$ cat config.mk
export PLATFORM = sky130hd
export DESIGN_NAME = lsq_div
export DESIGN_NICKNAME = d
export VERILOG_FILES = /design/src/rtl/lsq_pkg.sv /design/src/rtl/lsq_div.sv
export SDC_FILE = /design/constraint.sdc
export NUM_CORES = 1
export LEC_CHECK = 0
export BUFFER_PORTS_ARGS = -buffer_cell sky130_fd_sc_hd__buf_4
export CAP_MARGIN = 10
export CORE_MARGIN = 5
export CORE_UTILIZATION = 65
export DETAILED_ROUTE_END_ITERATION = 16
export PLACE_DENSITY = 0.91
export SLEW_MARGIN = 0
export SYNTH_ARGS = -nofsm -noshare
export SYNTH_HDL_FRONTEND = slang
export SYNTH_SLANG_ARGS = --single-unit
$ cat constraint.sdc
create_clock -name clk -period 7.8 [get_ports clk]
set_clock_uncertainty 0.2 [all_clocks]
set_input_delay 1.56 -clock clk [delete_from_list [all_inputs] [get_ports clk]]
set_output_delay 1.56 -clock clk [all_outputs]
set_load 0.005 [all_outputs]
$ cat src/rtl/lsq_pkg.sv
// shared types, constants and helpers for the least-squares line fit unit
package lsq_pkg;

    localparam int MAX_SAMPLES = 65536;
    localparam int CNT_W       = 17;
    localparam int DIV_STEPS   = 80;
    localparam logic [CNT_W-1:0] MAX_COUNT = CNT_W'(MAX_SAMPLES);

    typedef enum logic [1:0] {
        FIT_OK         = 2'd0,
        FIT_NO_DATA    = 2'd1,
        FIT_DEGENERATE = 2'd2,
        FIT_OVERFLOW   = 2'd3
    } fit_status_t;

    typedef enum logic [2:0] {
        ST_IDLE,
        ST_MUL,
        ST_CHK,
        ST_DIV_B,
        ST_MUL_B,
        ST_DIV_A,
        ST_OUT
    } back_state_t;

    typedef struct packed {
        logic               req_type;
        logic signed [15:0] x_sample;
        logic signed [15:0] y_sample;
    } in_t;

    typedef struct packed {
        logic signed [31:0] intercept;
        logic signed [31:0] slope;
        logic [16:0]        sample_count;
        fit_status_t        fit_status;
    } out_t;

    typedef struct packed {
        logic               is_finish;
        logic signed [15:0] x;
        logic signed [15:0] y;
    } item_t;

    typedef struct packed {
        logic        start;
        logic        fb16;
        logic [63:0] mag;
        logic [63:0] den;
    } div_req_t;

    typedef struct packed {
        logic        done;
        logic [32:0] quo;
    } div_rsp_t;

    // saturate a sign and magnitude pair to signed 32 bits
    function automatic logic [31:0] sat32(input logic neg, input logic [32:0] mag);
        logic [31:0] r;
        if (neg) begin
            if (mag >= 33'h0_8000_0000)
                r = 32'h8000_0000;
            else
                r = 32'(-mag[31:0]);
        end
        else begin
            if (mag >= 33'h0_7FFF_FFFF)
                r = 32'h7FFF_FFFF;
            else
                r = mag[31:0];
        end
        return r;
    endfunction

endpackage

$ cat src/rtl/lsq_div.sv
// bit-serial restoring divider with round-to-nearest and cap at 2^32
module lsq_div
    import lsq_pkg::*;
(
    input  logic     clk,
    input  logic     rst_n,
    input  div_req_t req,
    output div_rsp_t rsp
);

    logic        busy_reg;
    logic        rnd_reg;
    logic        done_reg;
    logic [6:0]  cnt_reg;
    logic [79:0] dvd_reg;
    logic [63:0] den_reg;
    logic [63:0] rem_reg;
    logic [32:0] q_reg;
    logic        ovf_reg;
    logic [32:0] quo_reg;
    logic [64:0] trial;
    logic        fits;
    logic [63:0] rem_next;
    logic        up;
    logic [33:0] qr;

    always_comb
    begin
        trial    = {rem_reg, dvd_reg[79]};
        fits     = trial >= {1'b0, den_reg};
        rem_next = fits ? 64'(trial - {1'b0, den_reg}) : trial[63:0];
        up       = {rem_reg, 1'b0} >= {1'b0, den_reg};
        qr       = {1'b0, q_reg} + 34'(up);
    end

    assign rsp.done = done_reg;
    assign rsp.quo  = quo_reg;

    always_ff @(posedge clk)
    begin
        if (req.start && !busy_reg)
        begin
            dvd_reg <= req.fb16 ? {req.mag, 16'b0} : {16'b0, req.mag};
            den_reg <= req.den;
            rem_reg <= 64'd0;
            q_reg   <= 33'd0;
            ovf_reg <= 1'b0;
        end
        else if (busy_reg)
        begin
            dvd_reg <= {dvd_reg[78:0], 1'b0};
            rem_reg <= rem_next;
            q_reg   <= {q_reg[31:0], fits};
            ovf_reg <= ovf_reg | q_reg[32];
        end
        if (rnd_reg)
        begin
            if (ovf_reg || qr > 34'h1_0000_0000)
                quo_reg <= 33'h1_0000_0000;
            else
                quo_reg <= qr[32:0];
        end
    end

    always_ff @(posedge clk or negedge rst_n)
    begin
        if (!rst_n)
        begin
            busy_reg <= 1'b0;
            rnd_reg  <= 1'b0;
            done_reg <= 1'b0;
            cnt_reg  <= 7'd0;
        end
        else
        begin
            done_reg <= rnd_reg;
            rnd_reg  <= 1'b0;
            if (req.start && !busy_reg)
            begin
                busy_reg <= 1'b1;
                cnt_reg  <= 7'd0;
            end
            else if (busy_reg)
            begin
                cnt_reg <= cnt_reg + 7'd1;
                if (cnt_reg == 7'(DIV_STEPS - 1))
                begin
                    busy_reg <= 1'b0;
                    rnd_reg  <= 1'b1;
                end
            end
        end
    end

endmodule

# Word-level counts from Yosys, hierarchy flattened
# Index checks and enable logic that the tools add are counted.
# word_totals
reg_bits	285
inputBits	132
out_inout_bits	34
elab_cells	34
# classes
add_sub_neg	3
magnitude_cmp	3
eq_ne	1
mux	12
bitwise_logic	1
n_reduce_logical	4
# ops
op	n
2-to-1 mux 80 bit	3
greater-or-equal comparator 65 x 64 -> 1 bit	2
2-to-1 mux 64 bit	1
subtractor 64 bit	1
adder 33 x 1 -> 34 bit	1
> comparator 34 x 33 -> 1 bit, second input constant	1
2-to-1 mux 7 bit	2
adder 7 x 1 -> 7 bit, second input constant	1
equality test 7 bit, second input constant	1
2-to-1 mux 1 bit	6
nonzero test 2 bit	1
logical AND 1 bit	1
zero test 1 bit	1
logical OR 1 bit	1
OR 1 bit	1

# Logic depth before layout (Yosys ltp)
# logic_depth
word_depth	4
mapped_depth	23
depth_no_buf	21

# Least setup slack after synthesis
# No wires, ideal clock.
# synth_timing
path_kind	reg2reg
startpoint	register den_reg[22]
endpoint	register quo_reg[6] (data pin)
setup_ns	0.139
t_arrival_ns	4.602
t_required_ns	7.461
slack_ns	2.860
stages_incl_launch_ff	22
path_buffers	2
period_less_slack_ns	4.940
cell_sequence	edfxtp_1 > inv_1 > ha_1 > buf_2 > nand4_1 > or3_1 > nor4_1 > nand2_1 > nor2_1 > a211oi_1 > o21ai_1 > a21o_1 > ha_1 > nand3_1 > nor2_1 > nand3_1 > or4_1 > nor3_1 > a31oi_1 > o41a_1 > buf_6 > nor2_1
# synth_via
elab_chain_len	4
# synth_rtl
item	line	text
start: declaration	lsq_div.sv:16	logic [63:0] den_reg;
start signal: assignment	lsq_div.sv:44	den_reg <= req.den;
greater-or-equal comparator 65 x 64 -> 1 bit *	lsq_div.sv:32	up = {rem_reg, 1'b0} >= {1'b0, den_reg};
adder 33 x 1 -> 34 bit *	lsq_div.sv:33	qr = {1'b0, q_reg} + 34'(up);
> comparator 34 x 33 -> 1 bit	lsq_div.sv:58	if (ovf_reg || qr > 34'h1_0000_0000)
logical OR 1 bit	lsq_div.sv:58	
end signal: assignment	lsq_div.sv:61	quo_reg <= qr[32:0];
end: declaration	lsq_div.sv:20	logic [32:0] quo_reg;
# Mark *: on every way between the ends. The rest lies on a longest branch, timed or not.
# A chain may end at the register's enable or synchronous reset.

# Worst setup path after layout
# layout_timing
startpoint	register den_reg[20]
endpoint	register quo_reg[2] (data pin)
# The elaborated chain is that of the path after synthesis.

==> flow_summary_export.csv <==
group,metric,value,unit
status,status,"finished clean",
critical_path,rrSetupSlack,1.50,ns
global_routing,overflow,0,
global_routing,grt_usage,25.69,%
power,leakagePower,7.786,nW
clocking,ctsResizeCount,0,
final_layout,largest_register_ffs,80,
power,pwr_density_cell,384.2,nW/µm²
synth,yosysUniqueCellTypes,86,
synth,synth_area_leaders,"edfxtp_1 (33%), dfxtp_1 (12%), nand2_1 (6.5%)",
synth,synth_common_cells,"nand2_1 (278), o21ai_0 (194), edfxtp_1 (177)",
synth,synth_compound_area_share,18.36,%
route,drtPass1Iterations,5,
critical_path,crit_arrival,6.36,ns
clocking,clk_latency,0.55,ns
clocking,post_cts_buffers,0,
critical_path,crit_fanout,22,
route,drc,0,
power,peakVddDrop,0.2389,mV
synth,synth-seq-area-share,46.76,%
sta,tightest_slew,1.178,ns
floorplanning,dieArea,28010,µm²
clocking,cts_root_buf,"clkbuf_16",
sta,fmax,158.6,MHz
critical_path,worstPathCellList,"inv_1, ha_1, nand4_1, or3_1, nor4_1, nand2_1, nor2_1, a211oi_1, o21ai_1, a21o_1, ha_1, nand3_1, nor2_1, nand3_1, or4_1, nor3_1, nor4b_1, a31oi_1, o41a_1, nor2_1",
floorplanning,die_w,167.4,µm
clocking,cts_max_level,1,
final_layout,area_delta_synth_final,13.61,%
synth,yosysMostFrequentCell,"nand2_1",
floorplanning,core,24320,µm²
final_layout,nNetsFinal,2019,
synth,muxShareOfSynthArea,3.645,%
final_layout,postLayoutCoreUtil,75.20,%
synth,synth_area_leader_cell,"edfxtp_1",
place,dp_cells,2112,
clocking,cts_num_sinks,285,
floorplanning,die_height,167.4,µm
floorplanning,start_util,66.19,%
clocking,cts_buffers,29,
place,place.gp.congestion,0.9481,
sta,min_period_over_period,80.81,%
synth,synthArstFlopShare,3.509,%
synth,ys.flop_type,"edfxtp_1",
floorplanning,num_rows,57,
route,vias,13264,
route,wirelength,37640,µm
sta,relSlewSlack,21.48,%
worst_hold_path,hold_start,"rem_reg[14]",
synth,synth_edf_count,177,
global_routing,grt_pass1_wl,61560,µm
sta,setup_violations,0,
critical_path,crit_type,"flop to flop",
synth,synth_top_family_by_area,"compound AO/OA/AOI/OAI gates",
clocking,cts_tree,"done",
global_routing,grt_max_degree,143,
critical_path,worstPathRequired,7.85,ns
critical_path,startpoint_type,"flop",
critical_path,cp_common_cell,"nor2_1",
job,max_cap_violations,0,
synth,syn_area,16100,µm²
clocking,hold_buffers,0,
critical_path,r2r-start,"den_reg[20]",
sta,setup_ws,1.497,ns
worst_hold_path,hold_class,"flop to flop",
synth,synth_simple_gate_area_share,15.69,%
synth,postSynthCellCount,1730,
place,hpwlAfterDp,25960,µm
synth,synth_xor_area_share,5.114,%
synth,avgSynthCellArea,9.305,µm²
route,routed_via_density,6.124,
place,io_buffer_count,165,
global_routing,grt_pass1_vias,12792,
global_routing,antenna_found_initial,2,
sta,hold_viol,0,
worst_hold_path,hold_depth,2,
sta,final_max_slew_viol_count,0,
critical_path,endpoint_kind,"flop",
place,post-place-ws,1.619,ns
critical_path,reg2reg_to,"quo_reg[2]",
floorplanning,ioPinCount,166,
clocking,cts_max_path_buffers,3,
sta,whs,0.2670,ns
synth,ys_ff_latch,285,
sta,finalSetupTns,0,ns
synth,yosysWarnings,0,
route,wire_per_inst,17.38,µm
synth,syn_nets,1930,
final_layout,finalNonFillerCells,2166,
final_layout,drive_gt1_share,13.26,%
worst_hold_path,hold_end,"rem_reg[14]",
sta,final.min_clock_period,6.303,ns
sta,grt_setup_unrepaired,"no",
synth,synth_top_area_share,33.02,%
critical_path,cpPeakStageDelay,0.72,ns
clocking,clk_pin_slew_worst_paths,0.06,ns
route,drtIter0Drc,1475,
synth,synth_fa_ha_area_share,5.332,%
route,antenna_left,0,
critical_path,reg2regPathDepth,20,
critical_path,cp_slowest_cell,"o41a_1",
[critical path, delay by kind of cell, from the launching register on]
family | cells | cell delay [ns]
and+or+nand+nor | 12 | 3.14
DFF | 1 | 0.33
adders and majority gates | 2 | 0.68
buffers and inverters | 1 | 0.05
AOI/OAI and AO/OA | 5 | 1.62
[report_power, final]
group / switching, mW / internal [mW]
Sequential: 0.420 / 2.18
Combinational: 1.76 / 1.30
Clock: 0.584 / 0.784
[worst max-delay path by stage]
stage                      from          to  slack [ns]  depth (start not counted)
floorplan           den_reg[22]  quo_reg[6]        2.86                         21
global placement    den_reg[19]  quo_reg[1]        2.05                         20
detailed placement  den_reg[22]  quo_reg[2]        1.62                         20
CTS                 den_reg[20]  quo_reg[2]        1.60                         20
global route        den_reg[19]  quo_reg[2]        0.96                         20
finish              den_reg[20]  quo_reg[2]        1.50                         20
[cell families (layout without fill, tap and decap cells)]
kind of cell,Yosys count,after routing
multiplexers,58,58
AND/OR/NAND/NOR,550,550
XOR/XNOR,94,94
adder cells (fa/ha/maj),68,68
AO/OA/AOI/OAI,470,470
other,0,2
flip-flops,285,285
buffers and inverters,205,315
[cells in the final DEF (no fill, tap or decap), drive strengths merged, types with 56 or more instances in the layout]
master | synthesis | routed
a21oi | 78 | 78
buf | 32 | 173
dfxtp | 98 | 98
edfxtp | 177 | 177
ha | 67 | 67
inv | 89 | 92
mux2i | 56 | 56
nand2 | 278 | 278
nor2 | 88 | 88
o21ai | 204 | 204
[metrics by stage]
stage                     instance area [µm²]  total power [mW]
after floorplan                         16100             4.898
after global placement                  17350             5.446
after detailed placement                17350             5.590
after CTS                               18280             6.988
after global routing                    18290             7.533
final                                   18290             7.026
[per-layer routing]
metal  share of wire, %  global-route usage, %  up-vias
li1                   -                      -     6374
met1                 42                  35.36     6219
met2                 47                  42.22      585
met3                8.2                  4.620       86
met4                2.5                  7.128        0
met5                  0                      0        -
[cell type report]
cell class	instances	area, µm²
Fill cell	1667	6031
Timing Repair Buffer	173	1299
Sequential cell	285	7528
Clock buffer	33	740.7
Inverter	90	339.1
Multi-Input combinational cell	1240	7780
Tap cell	324	405.4
Antenna cell	2	5.005
Clock inverter	19	191.4
Power figures use the tool's default switching activity.
