**src/rtl/lsq_pkg.sv**
```systemverilog
// shared types, constants and helpers for the least-squares line fit unit
package lsq_pkg;

    localparam int MAX_SAMPLES = 65536;
    localparam int CNT_W       = 17;
    localparam int DIV_STEPS   = 80;
    localparam logic [CNT_W-1:0] MAX_COUNT = CNT_W'(MAX_SAMPLES);

    typedef enum logic [1:0] {
        FIT_OK         = 2'd0,
        FIT_NO_DATA    = 2'd1,
        FIT_DEGENERATE = 2'd2,
        FIT_OVERFLOW   = 2'd3
    } fit_status_t;

    typedef enum logic [2:0] {
        ST_IDLE,
        ST_MUL,
        ST_CHK,
        ST_DIV_B,
        ST_MUL_B,
        ST_DIV_A,
        ST_OUT
    } back_state_t;

    typedef struct packed {
        logic               req_type;
        logic signed [15:0] x_sample;
        logic signed [15:0] y_sample;
    } in_t;

    typedef struct packed {
        logic signed [31:0] intercept;
        logic signed [31:0] slope;
        logic [16:0]        sample_count;
        fit_status_t        fit_status;
    } out_t;

    typedef struct packed {
        logic               is_finish;
        logic signed [15:0] x;
        logic signed [15:0] y;
    } item_t;

    typedef struct packed {
        logic        start;
        logic        fb16;
        logic [63:0] mag;
        logic [63:0] den;
    } div_req_t;

    typedef struct packed {
        logic        done;
        logic [32:0] quo;
    } div_rsp_t;

    // saturate a sign and magnitude pair to signed 32 bits
    function automatic logic [31:0] sat32(input logic neg, input logic [32:0] mag);
        logic [31:0] r;
        if (neg) begin
            if (mag >= 33'h0_8000_0000)
                r = 32'h8000_0000;
            else
                r = 32'(-mag[31:0]);
        end
        else begin
            if (mag >= 33'h0_7FFF_FFFF)
                r = 32'h7FFF_FFFF;
            else
                r = mag[31:0];
        end
        return r;
    endfunction

endpackage

```
**src/rtl/lsq_front.sv**
```systemverilog
// front end: takes request beats, classifies them and queues them for the back end
module lsq_front
    import lsq_pkg::*;
(
    input  logic  clk,
    input  logic  rst_n,
    input  logic  req_valid,
    output logic  req_ready,
    input  in_t   req,
    output logic  item_valid,
    output item_t item,
    input  logic  item_pop
);

    item_t       q_mem [2];
    logic        wr_ptr_reg;
    logic        rd_ptr_reg;
    logic [1:0]  count_reg;
    logic        push;
    item_t       item_in;

    assign req_ready  = (count_reg != 2'd2);
    assign push       = req_valid && req_ready;
    assign item_valid = (count_reg != 2'd0);
    assign item       = q_mem[rd_ptr_reg];

    always_comb
    begin
        item_in.is_finish = req.req_type;
        item_in.x         = req.x_sample;
        item_in.y         = req.y_sample;
    end

    always_ff @(posedge clk)
    begin
        if (push)
            q_mem[wr_ptr_reg] <= item_in;
    end

    always_ff @(posedge clk or negedge rst_n)
    begin
        if (!rst_n)
        begin
            wr_ptr_reg <= 1'b0;
            rd_ptr_reg <= 1'b0;
            count_reg  <= 2'd0;
        end
        else
        begin
            if (push)
                wr_ptr_reg <= ~wr_ptr_reg;
            if (item_pop)
                rd_ptr_reg <= ~rd_ptr_reg;
            count_reg <= count_reg + 2'(push) - 2'(item_pop);
        end
    end

endmodule

```
**config.mk**
```make
export PLATFORM = sky130hd
export DESIGN_NAME = lsq_front
export DESIGN_NICKNAME = d
export VERILOG_FILES = /design/src/rtl/lsq_pkg.sv /design/src/rtl/lsq_front.sv
export SDC_FILE = /design/constraint.sdc
export NUM_CORES = 1
export LEC_CHECK = 0
export BUFFER_PORTS_ARGS = -buffer_cell sky130_fd_sc_hd__buf_2
export CAP_MARGIN = 20
export CORE_MARGIN = 2
export CORE_UTILIZATION = 45
export CTS_CLUSTER_DIAMETER = 30
export DETAILED_ROUTE_END_ITERATION = 10
export GPL_ROUTABILITY_DRIVEN = 0
export GPL_TIMING_DRIVEN = 0
export HOLD_SLACK_MARGIN = 0.15
export PLACE_DENSITY = 0.75
export SLEW_MARGIN = 20
export SYNTH_ARGS = -nofsm -noshare
export SYNTH_HDL_FRONTEND = slang
export SYNTH_SLANG_ARGS = --single-unit
```
**constraint.sdc**
```tcl
create_clock -name clk -period 7.1 [get_ports clk]
set_clock_uncertainty 0.05 [all_clocks]
set_input_delay 1.775 -clock clk [delete_from_list [all_inputs] [get_ports clk]]
set_output_delay 1.775 -clock clk [all_outputs]
set_load 0.01 [all_outputs]
```
; Word level (Yosys, flattened, before mapping)
; Memory sizes are Yosys's and may differ from the RTL's.
; Cells that the tools add are included.
[word_totals]
register_bits = 4
mem_bits_rw = 66
input_bits = 37
output_inout_bits = 35
word_cells = 13
memories = 1
[memory_table]
columns = name, words, width, rd, rd_ports_with_merged_regs, write_ports, line
row1 = q_mem, 2, 33, 1, 0, 1, lsq_front.sv:15  ; item_t q_mem [2];
[op_classes]
add_sub_neg = 2
n_eq_ne = 1
muxes = 2
bitwise_logic = 2
n_reduce_logical = 2
[ops]
columns = cell, count
row1 = $add 2x1->2, 1
row2 = $mux 1, 2
row3 = $ne 2x2->1 const B, 1
row4 = $not 1->1, 2
row5 = $reduce_bool 2->1, 1
row6 = $sub 2x1->2, 1
row7 = $logic_and 1x1->1, 1

; Logic depth before layout (Yosys ltp)
; Gate-level depths: netlist of the first run.
[depth]
word_depth = 4
ltp_mapped = 5
ltp_nobuf = 5

; Worst setup path before layout of the first run
; OpenSTA, ideal clock, no wires.
[synth_path]
path_kind = input to register
from = input port req_valid
to = memory q_mem[0][0] (netlist name), enable pin
setup_ps = 423
arrival_ps = 3279
required_time_ps = 6627
slack_ps = 3348
path_stages = 2
path_buffers = 0
cell_sequence = nand2_1 > nor2_1
[synth_between]
elab_chain_len = 3
[synth_lines]
columns = item, line
row1 = from (decl), lsq_front.sv:7  ; input logic req_valid,
row2 = $logic_and 1x1->1, lsq_front.sv:23  ; assign push = req_valid && req_ready;
row3 = $mux 1, lsq_front.sv:36  ; if (push)
row4 = $mux 1 (not written as such), lsq_front.sv:37  ; q_mem[wr_ptr_reg] <= item_in;
row5 = to (decl), lsq_front.sv:15
; No other way between the ends.

==> results of run 1 <==
final cells by class:
| cell class | instances | area [sq um] | area share [%] |
|---|---|---|---|
| Tap cell | 75 | 93.8 | 2.75 |
| Multi-Input combinational cell | 46 | 594 | 17.4 |
| Buffer | 4 | 45.0 | 1.32 |
| Sequential cell | 70 | 2080 | 61.1 |
| Timing Repair Buffer | 73 | 390 | 11.5 |
| Clock inverter | 3 | 42.5 | 1.25 |
| Clock buffer | 13 | 159 | 4.66 |
synth_stat cells:
cell | n | share of area [%]
mux2_4 | 29 | 16
xnor2_1 | 3 | 0.97
nand2b_1 | 1 | 0.23
or2_2 | 1 | 0.23
dfrtp_1 | 4 | 3.7
xor2_1 | 1 | 0.32
buf_6 | 4 | 1.7
and3_1 | 1 | 0.23
a21oi_2 | 1 | 0.32
a21bo_1 | 1 | 0.37
nor2_1 | 1 | 0.14
ha_1 | 1 | 0.46
edfxtp_1 | 66 | 73
nor3b_2 | 1 | 0.46
nand2_1 | 1 | 0.14
mux2_1 | 4 | 1.7
power groups by stage:
stage,logic [mW],registers (mW),clock network [mW]
global route,0.513,0.605,0.346
floorplan,0.325,0.599,0
finish,0.474,0.596,0.317
global placement,0.463,0.605,0
detailed placement,0.486,0.606,0
CTS,0.486,0.598,0.327
worst max-delay path: stages (launching register included):
cell and delay, ps:
dfrtp_1 340, buf_6 130, buf_6 190, mux2_4 310, buf_2 140
path summary, 6_finish.rpt:
path	startpoint	cells after the start	to
max	rd_ptr_reg	4	item[18]
min	wr_ptr_reg	1	wr_ptr_reg
max reg2reg	count_reg[1]	4	q_mem[0][4]
min reg2reg	wr_ptr_reg	1	wr_ptr_reg
max in group asynchronous	rst_n	1	wr_ptr_reg
min in group asynchronous	rst_n	1	count_reg[0]
cells by family after synthesis:
family	Yosys count	synth area share, %
and+or+nand+nor	6	1.43
adders and majority gates	1	0.461
DFF	70	76.8
AOI/OAI and AO/OA	2	0.692
buffers and inverters	4	1.66
muxes	33	17.7
xor gates and xnor gates	4	1.29
metal layers:
layer	GRT usage (%)	routed length [um]
met3	5.05	278
met1	15.9	1760
met4	8.50	71
met5	0	0
met2	23.7	2290
==> impl_summary.log, run 1 <==
INFO  metric status = finished clean
INFO  metric worstPathArrival = 1450 ps
INFO  metric post_cts_resize_count = 0
INFO  metric pwr_density_cell = around 410 mW/mm^2
INFO  metric fill_cells = between 400 and 500
INFO  metric cell_internal_pwr = between 0.9 and 1 mW
INFO  metric timing.final.max_slew_violations = 0
INFO  metric final_hold_viol_count = 0
INFO  metric first_pass_grt_wire_length = around 6.6 mm
INFO  metric period_share = a little under half
INFO  metric synth.cell_area = approximately 0.0027 sq mm
INFO  metric drc_errors = 0
INFO  metric number_of_flip_flops_and_latches_in_the_synthesized_netlist = 70
INFO  metric die_h = between 80 and 90 um
INFO  metric total_switching_power = between 0.3 and 0.4 mW
INFO  metric yosysUniqueCellTypes = 16
INFO  metric setup_repair_after_global_routing_missed_its_margin = no
INFO  metric min_period = about 3300 ps
INFO  metric placedCellCount = 268
INFO  metric nets = about 240
INFO  metric post-route-cell-area = 0.00341 sq mm
INFO  metric fp.dieW = slightly above 80 um
INFO  metric drt-vias-per-instance = about 4.7
INFO  metric synthToLayoutAreaGrowth = 25.6%
INFO  metric max-clock-path-buffers = 2
INFO  metric total_design_power = between 1 and 1.5 mW
INFO  metric first_global_vias = 1343
INFO  metric synthesis.nets = between 150 and 200
INFO  metric finalNonFillerCells = about 280
INFO  metric tritoncts = done
INFO  metric dieArea = 0.00667 sq mm
INFO  metric worst-r2r-setup-slack = approximately 5200 ps
INFO  metric placement.setup.worst_slack = ~3900 ps
INFO  metric route.antenna.remaining_nets = 0
INFO  metric power.share.sequential = ~43%
INFO  metric clk_sinks = 70
INFO  metric layout.cells.most_common_list = buf_2, edfxtp_1, mux2_4
INFO  metric max_slew.worst_pin.slew = between 600 and 700 ps
INFO  metric critical_path.startpoint_type = flop
INFO  metric cts_buffers = 9
INFO  metric detailroute.via_count = ~1300
INFO  metric switching_share = about 28%
INFO  metric clk_pin_slew_worst_paths = 70 ps
INFO  metric total_wirelength = between 4 and 5 mm
INFO  metric setup.worst_path.end_class = output pin
INFO  metric utilization = just under 60%
INFO  metric ir_drop = approximately 0.00028 V
INFO  metric rows = 28
INFO  metric first_iter_violations = 57
INFO  metric static-leakage-power = around 1.4 nW
INFO  metric fmax = slightly above 300 MHz
INFO  metric max_h_tree_level = 3
INFO  metric p_comb_share = between 30% and 40%
INFO  metric globalRoute.totalOverflow = 0
INFO  metric number_of_antenna_violations_at_the_first_check_in_global_routing = 0
INFO  metric syn_area_per_cell = around 23 sq um
INFO  metric p_clk_share = 22.9%
INFO  metric post_route_cells_drive_above_1_share = 59.8%
INFO  metric clk-insertion-delay-late = 330 ps
INFO  metric port_buffers = 71
INFO  metric initial_core_utilization = a little under half
INFO  metric hold_path.class = reg -> reg
INFO  metric criticalPathCategory = reg -> out
INFO  metric whs = between 400 and 500 ps
INFO  metric mostFrequentLayoutCell = buf_2
INFO  metric io_pins = 72
INFO  metric post_cts_buffers = 0
INFO  metric drv.max_cap_violation_count = 0
INFO  metric totalNegativeSetupSlack = 0 ps
INFO  metric detailedRoute.firstPassIterationCount = 4
INFO  metric timing.critical_path.fanout_max = 10
INFO  metric grt_use_total = between 10% and 20%
INFO  metric yosysWarnings = 0
INFO  metric wire_per_inst = approximately 15 um
INFO  metric cts_root_buffer = clkbuf_8
INFO  metric n_antenna_cell = 0
INFO  metric report.final.setup_viol = 0
INFO  metric worst_ep_required_time = ~5300 ps
INFO  metric dpl_cell_area = roughly 0.0032 sq mm
INFO  metric setup_ws = approximately 3800 ps
INFO  metric fp.coreArea = 0.00589 sq mm
INFO  metric detailed_place_hpwl = a little over 3 mm
INFO  metric synth_cells = 120
INFO  metric largest_register_ffs = 66
INFO  metric synth_seq_area_share = between 70% and 80%
INFO  metric cts_hold_repair.buffers = 0
INFO  metric grt_start_max_net_pins = 26
INFO  metric max_slew_headroom_at_the_worst_pin = 57.1%
Note: power is estimated with default switching activity, not from simulation.
==> inputs of run 2 (changes only) <==
PLACE_DENSITY = 0.78   (was 0.75)
clock period = 2.75 ns   (was 7.1 ns; I/O delays follow)
==> impl_summary.log, run 2 (synthesis gave the netlist of run 1 again) <==
INFO  metric number_of_antenna_violations_at_the_first_check_in_global_routing = 0
INFO  metric placedCellCount = about 270
INFO  metric route.antenna.remaining_nets = 0
INFO  metric clk_sinks = 70
INFO  metric die_h = 81.6 um
INFO  metric fp.dieW = slightly above 80 um
INFO  metric criticalPathCategory = reg -> out
INFO  metric critPathTopFamily = buffers and inverters
INFO  metric worst_ep_required_time = roughly 2000 ps
INFO  metric fp.coreArea = 0.00589 sq mm
INFO  metric max-clock-path-buffers = 2
INFO  metric critical_path.reg2reg.endpoint = q_mem[0][6]
INFO  metric cts_buffers = 9
INFO  metric totalNegativeSetupSlack = 0 ps
INFO  metric drv.max_cap_violation_count = 0
INFO  metric timing.critical_path.slowest_stage_cell = dfrtp_1
INFO  metric max_h_tree_level = 3
INFO  metric globalRoute.totalOverflow = 0
INFO  metric post_route_cells_drive_above_1_share = about three fifths
INFO  metric grt_start_max_net_pins = 22
INFO  metric wire_per_inst = 15.0 um
INFO  metric rows = 28
INFO  metric port_buffers = approximately 70
INFO  metric worstRegToRegCells = 4
INFO  metric timing.final.max_slew_violations = 0
INFO  metric drt-vias-per-instance = 4.67
INFO  metric dpl_cell_area = ~0.0032 sq mm
INFO  metric pwr_density_cell = just over 1000 mW/mm^2
INFO  metric detailroute.via_count = 1325
INFO  metric period_share = 79.7%
INFO  metric hold_path_end = q_mem[0][20]
INFO  metric detailedRoute.firstPassIterationCount = 4
INFO  metric cp_num_buf_inv = 3
INFO  metric timing.critical_path.fanout_max = 10
INFO  metric cts_root_buffer = clkbuf_8
INFO  metric layout.cells.most_common_list = buf_2, edfxtp_1, mux2_4
INFO  metric whs = just under 500 ps
INFO  metric crit_top_cell = buf_6
INFO  metric fmax = about 460 MHz
INFO  metric timing.rr.start = count_reg[1]
INFO  metric n_antenna_cell = 0
INFO  metric first_global_vias = between 1000 and 1500
INFO  metric post-route-cell-area = 0.00341 sq mm
INFO  metric fill_cells = between 400 and 500
INFO  metric critical_path.cell_chain = buf_6 -> buf_6 -> mux2_4 -> buf_2
INFO  metric largest_register_ffs = 66
INFO  metric hold_path.class = in -> reg
INFO  metric nets = around 240
INFO  metric critical_path.startpoint_type = flop
INFO  metric synthToLayoutAreaGrowth = 25.8%
INFO  metric drc_errors = 0
INFO  metric worstHoldPathCells = 1
INFO  metric worst-r2r-setup-slack = between 1000 and 1500 ps
INFO  metric worstHoldStart = req[20]
INFO  metric finalNonFillerCells = about 280
INFO  metric first_iter_violations = between 40 and 50
INFO  metric setup_repair_after_global_routing_missed_its_margin = no
INFO  metric initial_core_utilization = a little under half
INFO  metric worstPathArrival = about 1500 ps
INFO  metric dieArea = 0.00667 sq mm
INFO  metric report.final.setup_viol = 0
INFO  metric max_slew_headroom_at_the_worst_pin = 68.9%
INFO  metric detailed_place_hpwl = around 3.0 mm
INFO  metric static-leakage-power = 1.38 nW
INFO  metric clk_pin_slew_worst_paths = roughly 70 ps
INFO  metric io_pins = 72
INFO  metric total_wirelength = around 4.3 mm
INFO  metric max_slew.worst_pin.slew = 466 ps
INFO  metric tritoncts = done
INFO  metric post_cts_resize_count = 0
INFO  metric status = finished clean
INFO  metric final_hold_viol_count = 0
INFO  metric grt_use_total = 13.5%
INFO  metric min_period = about 2200 ps
INFO  metric setup.worst_path.end_class = output pin
INFO  metric ir_drop = approximately 0.00065 V
INFO  metric clk-insertion-delay-late = about 330 ps
INFO  metric first_pass_grt_wire_length = 6.24 mm
INFO  metric mostFrequentLayoutCell = buf_2
INFO  metric timing.critical_path.slowest_cell_delay = 340 ps
## run 2: cell count changes in the layout (fill, tap and decap cells not counted), sizes merged
cell and delta:
dlygate4sd3 +1, clkbuf -4, clkinv +3
## run 2: timing repair
action	CTS	global route
setup buffers	0	0
hold endpoints to repair	4	0
hold buffers	1	0
setup endpoints to repair	0	0
## run 2: worst reg2reg max path: stages, from the launching register on
cell and delay [ps]:
dfrtp_1 430, nand2b_1 130, nand2_1 160, nor2_4 410, buf_16 230
## run 2: area by class of cell
| class | instances | area [sq um] | area share, % |
|---|---|---|---|
| flip-flops and latches | 70 | 2080 | 61.0 |
| multi-input cells | 46 | 594 | 17.4 |
| repair buffers | 74 | 420 | 12.3 |
| clock buffers | 9 | 124 | 3.63 |
| well taps | 75 | 93.8 | 2.75 |
| clock inverters | 6 | 53.8 | 1.58 |
| plain buffers | 4 | 45.0 | 1.32 |
## run 2: metrics by stage
| step | util, % | setup WS (ps) | power (mW) |
|---|---|---|---|
| 2_1_floorplan | - | 85.4 | 2.38 |
| 3_3_place_gp | 53.7 | -852 | 2.75 |
| 3_5_place_dp | 54.8 | 755 | 2.83 |
| 4_1_cts | 58.0 | 519 | 3.59 |
| 5_1_grt | 58.0 | 480 | 3.71 |
| 6_report | 58.0 | 558 | 3.52 |
## run 2: how the worst max path moves through the flow
stage | start | endpoint | slack, ps | cells past startpoint
after global routing | rd_ptr_reg | item[30] | 480 | 4
after global placement | req_valid | q_mem[0][11] | -850 | 3
after floorplan | req_valid | q_mem[0][0] | 90 | 2
final | rd_ptr_reg | item[30] | 560 | 4
after CTS | rd_ptr_reg | item[30] | 520 | 4
after detailed placement | req_valid | q_mem[0][5] | 750 | 4
## run 2: routing by layer
| layer | track usage, % | part of all wire, % |
|---|---|---|
| met1 | 14.7 | 41 |
| met2 | 23.0 | 51 |
| met3 | 3.08 | 5.6 |
| met4 | 10.0 | 2.6 |
| met5 | 0 | 0 |
## run 2: power by group
part	internal (mW)	switching [mW]
clock network	0.403	0.341
logic	0.663	0.581
registers	1.46	0.0778
